==> src/hw/rtl/fslot_pkg.sv <==
`timescale 1ns / 1ps

package fslot_pkg;

    localparam int SLOT_COUNT_DEFAULT = 256;

    typedef enum logic [1:0] {
        STATUS_OK          = 2'd0,
        STATUS_POOL_EMPTY  = 2'd1,
        STATUS_NOT_IN_USE  = 2'd2
    } status_t;

    typedef enum logic {
        KIND_ALLOCATE = 1'b0,
        KIND_RELEASE  = 1'b1
    } kind_t;

    typedef struct packed {
        kind_t      kind;
        logic [7:0] slot_to_release;
    } req_t;

    typedef struct packed {
        status_t    status;
        logic [7:0] granted_slot;
        logic [8:0] free_count;
    } rsp_t;

    typedef enum logic {
        ST_IDLE,
        ST_EXEC
    } state_t;

endpackage

==> src/hw/rtl/fixed_slot_free_list_allocator_top.sv <==
`timescale 1ns / 1ps

// Fixed-slot free-list allocator.
// s_* channel takes requests (allocate, or release of a slot index); m_* channel
// returns one response per request: status, granted slot, free count afterwards.
// Free slot indices live in a LIFO stack memory, in-use marks in a second memory;
// both are synchronous RAMs with a registered read port.
// Each transaction reads the stack memory (allocate) or the mark memory (release)
// on accept, then updates the memories and loads the response register. The next
// request is accepted in the cycle after the response is loaded, so a new request
// is not taken before the last one has completed its read-modify-write.
// Reset empties the response register and restores a full pool: a high-water
// mark tracks how far the stack was ever popped, and entries above it read as
// never used, so no clearing pass is run.
// When the receiver stalls, the response register holds; one more request can be
// read but is not completed until the response register frees up.
module fixed_slot_free_list_allocator_top
    import fslot_pkg::*;
#(
    parameter int SLOT_COUNT = SLOT_COUNT_DEFAULT
) (
    input  logic aclk,
    input  logic aresetn,
    input  logic s_valid,
    output logic s_ready,
    input  req_t s_data,
    output logic m_valid,
    input  logic m_ready,
    output rsp_t m_data
);

    localparam int SW   = $clog2(SLOT_COUNT);
    localparam int DW   = $clog2(SLOT_COUNT + 1);
    localparam int CmpW = (DW > 8) ? DW : 8;
    localparam int FW   = (DW > 9) ? DW : 9;
    localparam logic [DW-1:0]   SlotCountD = DW'(SLOT_COUNT);
    localparam logic [CmpW-1:0] SlotCountC = CmpW'(SLOT_COUNT);

    logic [SW-1:0] stack_mem [SLOT_COUNT];
    logic          mark_mem  [SLOT_COUNT];

    state_t state_reg, state_next;
    req_t   req_reg;
    logic [DW-1:0] depth_reg, depth_next;
    logic [DW-1:0] top_reg, top_next;
    logic [DW-1:0] hw_reg, hw_next;
    logic          m_valid_reg, m_valid_next;
    rsp_t          m_data_reg, m_data_next;
    logic [SW-1:0] stack_rd_reg;
    logic          mark_rd_reg;

    logic          accept;
    logic          exec_go;
    logic          stack_re, mark_re;
    logic          stack_we, mark_we;
    logic [SW-1:0] stack_waddr, mark_addr_w;
    logic [SW-1:0] stack_wdata;
    logic          mark_wdata;
    logic [CmpW-1:0] in_slot_ext, req_slot_ext;
    logic          req_in_range;
    logic [SW-1:0] req_slot_idx;
    logic [SW-1:0] granted;
    logic          slot_in_use;

    // output decode
    always_comb begin
        s_ready = (state_reg == ST_IDLE);
        exec_go = (state_reg == ST_EXEC) && (!m_valid_reg || m_ready);
    end

    assign accept  = s_valid && s_ready;
    assign m_valid = m_valid_reg;
    assign m_data  = m_data_reg;

    // next state
    always_comb begin
        state_next = state_reg;
        case (state_reg)
            ST_IDLE: begin
                if (accept) state_next = ST_EXEC;
            end
            ST_EXEC: begin
                if (exec_go) state_next = ST_IDLE;
            end
            default: state_next = ST_IDLE;
        endcase
    end

    // read side, issued on accept
    assign in_slot_ext = CmpW'(s_data.slot_to_release);
    assign stack_re    = accept && (s_data.kind == KIND_ALLOCATE) && (depth_reg != '0);
    assign mark_re     = accept && (s_data.kind == KIND_RELEASE) && (in_slot_ext < SlotCountC);

    // update side
    assign req_slot_ext = CmpW'(req_reg.slot_to_release);
    assign req_in_range = req_slot_ext < SlotCountC;
    assign req_slot_idx = req_slot_ext[SW-1:0];

    // entries at or above the high-water mark were never written and are taken as their own index
    assign granted = (top_reg >= hw_reg) ? top_reg[SW-1:0] : stack_rd_reg;
    // slots at or above the high-water mark were never handed out
    assign slot_in_use = req_in_range && (req_slot_ext < CmpW'(hw_reg)) && mark_rd_reg;

    always_comb begin
        depth_next   = depth_reg;
        top_next     = top_reg;
        hw_next      = hw_reg;
        stack_we     = 1'b0;
        stack_waddr  = top_reg[SW-1:0];
        stack_wdata  = req_slot_idx;
        mark_we      = 1'b0;
        mark_addr_w  = req_slot_idx;
        mark_wdata   = 1'b0;
        m_data_next  = m_data_reg;
        m_valid_next = m_valid_reg;

        if (m_ready) m_valid_next = 1'b0;

        if (exec_go) begin
            m_valid_next = 1'b1;
            if (req_reg.kind == KIND_ALLOCATE) begin
                if (depth_reg == '0) begin
                    m_data_next.status       = STATUS_POOL_EMPTY;
                    m_data_next.granted_slot = '0;
                    m_data_next.free_count   = '0;
                end else begin
                    depth_next  = depth_reg - 1'b1;
                    top_next    = top_reg + 1'b1;
                    if (top_reg == hw_reg) hw_next = hw_reg + 1'b1;
                    mark_we     = 1'b1;
                    mark_addr_w = granted;
                    mark_wdata  = 1'b1;
                    m_data_next.status       = STATUS_OK;
                    m_data_next.granted_slot = 8'(CmpW'(granted));
                    m_data_next.free_count   = 9'(FW'(depth_reg - 1'b1));
                end
            end else begin
                if (!slot_in_use || depth_reg == SlotCountD) begin
                    m_data_next.status       = STATUS_NOT_IN_USE;
                    m_data_next.granted_slot = '0;
                    m_data_next.free_count   = 9'(FW'(depth_reg));
                end else begin
                    depth_next  = depth_reg + 1'b1;
                    top_next    = top_reg - 1'b1;
                    stack_we    = 1'b1;
                    stack_waddr = SW'(top_reg - 1'b1);
                    mark_we     = 1'b1;
                    m_data_next.status       = STATUS_OK;
                    m_data_next.granted_slot = '0;
                    m_data_next.free_count   = 9'(FW'(depth_reg + 1'b1));
                end
            end
        end
    end

    // stack memory
    always_ff @(posedge aclk) begin
        if (stack_we) stack_mem[stack_waddr] <= stack_wdata;
        if (stack_re) stack_rd_reg <= stack_mem[top_reg[SW-1:0]];
    end

    // in-use mark memory
    always_ff @(posedge aclk) begin
        if (mark_we) mark_mem[mark_addr_w] <= mark_wdata;
        if (mark_re) mark_rd_reg <= mark_mem[in_slot_ext[SW-1:0]];
    end

    always_ff @(posedge aclk) begin
        if (accept) req_reg <= s_data;
        m_data_reg <= m_data_next;
    end

    always_ff @(posedge aclk) begin
        if (!aresetn) begin
            state_reg   <= ST_IDLE;
            depth_reg   <= SlotCountD;
            top_reg     <= '0;
            hw_reg      <= '0;
            m_valid_reg <= 1'b0;
        end else begin
            state_reg   <= state_next;
            depth_reg   <= depth_next;
            top_reg     <= top_next;
            hw_reg      <= hw_next;
            m_valid_reg <= m_valid_next;
        end
    end

endmodule
==> config.mk <==
export PLATFORM = sky130hd
export DESIGN_NAME = fixed_slot_free_list_allocator_top
export DESIGN_NICKNAME = d
export VERILOG_FILES = /design/src/hw/rtl/fslot_pkg.sv /design/src/hw/rtl/fixed_slot_free_list_allocator_top.sv
export SDC_FILE = /design/constraint.sdc
export NUM_CORES = 2
export LEC_CHECK = 0
export BUFFER_PORTS_ARGS = -buffer_cell sky130_fd_sc_hd__buf_2
export CAP_MARGIN = 0
export CORE_MARGIN = 1.5
export CORE_UTILIZATION = 53
export DETAILED_ROUTE_END_ITERATION = 12
export PLACE_DENSITY = 0.68
export SLEW_MARGIN = 20
export SYNTH_ARGS = -nofsm -noshare
export SYNTH_HDL_FRONTEND = slang
export SYNTH_SLANG_ARGS = --single-unit
==> constraint.sdc <==
create_clock -name aclk -period 8.7 [get_ports aclk]
set_input_delay 0.87 -clock aclk [delete_from_list [all_inputs] [get_ports aclk]]
set_output_delay 0.87 -clock aclk [all_outputs]
set_load 0.02 [all_outputs]
==> flow_summary.yaml <==
outcome:
  status: "complete, no violations"
global_routing:
  grt_pass1_wl_mm: 327
  track_usage: 0.249
  overflow: 0
  grt_max_degree: 210
  grt_pass1_vias: 48033
  antenna_found_initial: 1
detailed_routing:
  dr.pass1.iters: 6
  route.antenna.remaining_nets: 0
  drt_iter0_markers: 6002
  avgViaCountPerCell: 6.51
  drc: 0
  drt-total-wl_mm: 224
  vias: 48209
  routedWlPerCell_um: 30.2
die:
  core_um2: 176000
  initial_utilization: 0.534
  die_area_um2: 180000
  die_w_um: 425
  rows: 154
  die_h_um: 425
  pin_count: 34
synth:
  synthDistinctLibCells: 68
  syn-cell-area_um2: 94300
  synth-seq-area-share: 0.752
  yosysWarnings: 0
  syn_inst: 4851
  yosysTopAreaCellShare: 0.746
  synth_area_leaders: "edfxtp_1, mux4_2, nor2_1"
  synth-edff-count: 2341
  synth.top_cells.by_count: "edfxtp_1, mux4_2, nor2_1"
  async_reset_ff_frac: 0
  synth_area_leader_cell: "edfxtp_1"
  synth-seq-cells: 2370
  synthMostInstantiatedCell: "edfxtp_1"
  avgSynthCellArea_um2: 19.4
  synth_nets: 4886
  ys.flop_type: "edfxtp_1"
sta:
  rsz0062_at_grt: "false"
  fmax_ghz: 0.183
  report.final.slew_viol_count: 0
  slew_headroom: 0.212
  fin_setup_tns_ns: 0
  fin_crit_sh: 0.626
  tightest_slew_ns: 1.18
  hold_viol: 0
  finalClockSkew_ns: 0.0364
  setup_violations: 0
  period_needed_ns: 5.45
clocking:
  ctsRootBufferMaster: "clkbuf_16"
  cts_sinks: 2370
  cts_tree: "built"
  postCtsSetupRepairBufs: 0
  htreeDepth: 4
  clock_path_buffers: 3
  postCtsHoldBufs: 0
  cts_resized: 0
  clk_latency_ns: 0.85
  numCtsBuffers: 227
  path_clk_slew_ns: 0.06
worst_setup_path:
  critical_path.cell_chain: "buf_12 -> ha_1 -> o21a_1 -> o211ai_1 -> o21a_2 -> buf_4 -> buf_4 -> and2_0 -> nand4_1 -> nor2_1"
  criticalPathCategory: "register to register"
  end_kind: "register"
  cpMaxStageDelayCell: "nor2_1"
  cpPeakStageDelay_ns: 0.78
  critPathMostFrequentCell: "buf_4"
  crit_path_start_kind: "register"
  worst-path-max-fanout: 191
  cp.required_ns: 9.16
  cp_data_arrival_time_ns: 5.91
power:
  power_density_nw_per_um2: 230
  ir_worst_vdd_mv: 0.175
  p_leak_uw: 0.0318
final_layout:
  fin_cells: 7410
  final_layout_size_suffix_gt1_frac: 0.222
  fill_cells: 12643
  layout.nets: 4908
  largest_reg_flops: 2048
  area_growth_pct: 10.9
placement:
  dp.final_hpwl_mm: 130
  gp_congestion: 0.849
  dp.cells: 6983
  portBuffers: 33
flow_run:
  max_cap_viol_count: 0
hold_path:
  hp-class: "primary input to register"
==> kinds of logic after synthesis <==
kind of cell / share of synthesized area
compound gates: 0.0419
xor+xnor: 0.00288
flops: 0.752
fa+ha+maj: 0.00292
mux: 0.142
simple gates: 0.0433
buf+inv: 0.0155
==> metal layers <==
layer	routed length [µm]	track usage	up-vias
li1	-	-	20100
met1	91100	0.361	25345
met2	106000	0.387	2366
met3	20100	0.0493	398
met4	6540	0.0734	0
met5	0	0	-
==> worst max-delay path: cells and delay by family, from the launching register on <==
| family | cells | cell delay, ns |
|---|---|---|
| compound gates | 3 | 0.78 |
| flops | 1 | 0.38 |
| simple gates | 3 | 1.89 |
| fa+ha+maj | 1 | 0.38 |
| buf+inv | 3 | 1.37 |
==> layout make-up <==
cell class                 instances  area (µm²)  area share
timing repair buffer             126         988     0.00945
multi-input combinational       2119       22400       0.214
clock buffer                     285        6010      0.0575
inverter                          29         114     0.00109
antenna                            1        2.50   0.0000239
clock inverter                   140        1320      0.0126
tap                             2340        2930      0.0280
sequential                      2370       70900       0.678
==> placed cells by master, fill, tap and decap left out, drive strengths merged, types with 10 or more instances in the layout <==
cell    instances
a22oi          66
nor3           93
nand4          55
ha             22
edfxtp       2341
mux2i          73
a21oi          82
nand2          91
a221oi         88
and3           12
nor2b          10
xnor2          15
inv            38
o21ai          44
bufinv         20
nand3          47
nand3b         16
clkbuf        285
nor2          495
dfxtp          29
o22ai          81
a22o           91
and2           28
a211oi         15
mux4          560
a31oi          18
clkinv        106
buf           126
xor2           16
nor4           11
==> power breakdown <==
part           total, µW  switching, µW  internal, µW
sequential         12600           37.9         12600
combinational       1720           1120           592
clock               9730           4240          5490
==> per-stage QoR <==
step	setup WS (ns)	total power (µW)	hold WS [ns]	instance area (µm²)	util
6_report	3.25	24100	0.272	105000	0.593
3_5_place_dp	3.17	14600	0.514	97200	0.551
2_1_floorplan	2.10	14000	0.518	94300	-
5_1_grt	3.03	24700	0.236	105000	0.593
4_1_cts	3.42	24200	0.209	105000	0.592
3_3_place_gp	3.09	14600	0.503	97000	0.549
==> worst paths after layout <==
path / cells past startpoint / to / from / slack (ns)
worst min register to register: 2 / m_valid / m_valid / 0.52
worst min-delay path: 1 / req_slot_idx[7] / s_data[7] / 0.27
worst max register to register: 10 / stack_mem[222][5] / req_slot_idx[5] / 3.25
worst max-delay path: 10 / stack_mem[222][5] / req_slot_idx[5] / 3.25
Note: power is estimated with default switching activity, not from simulation.
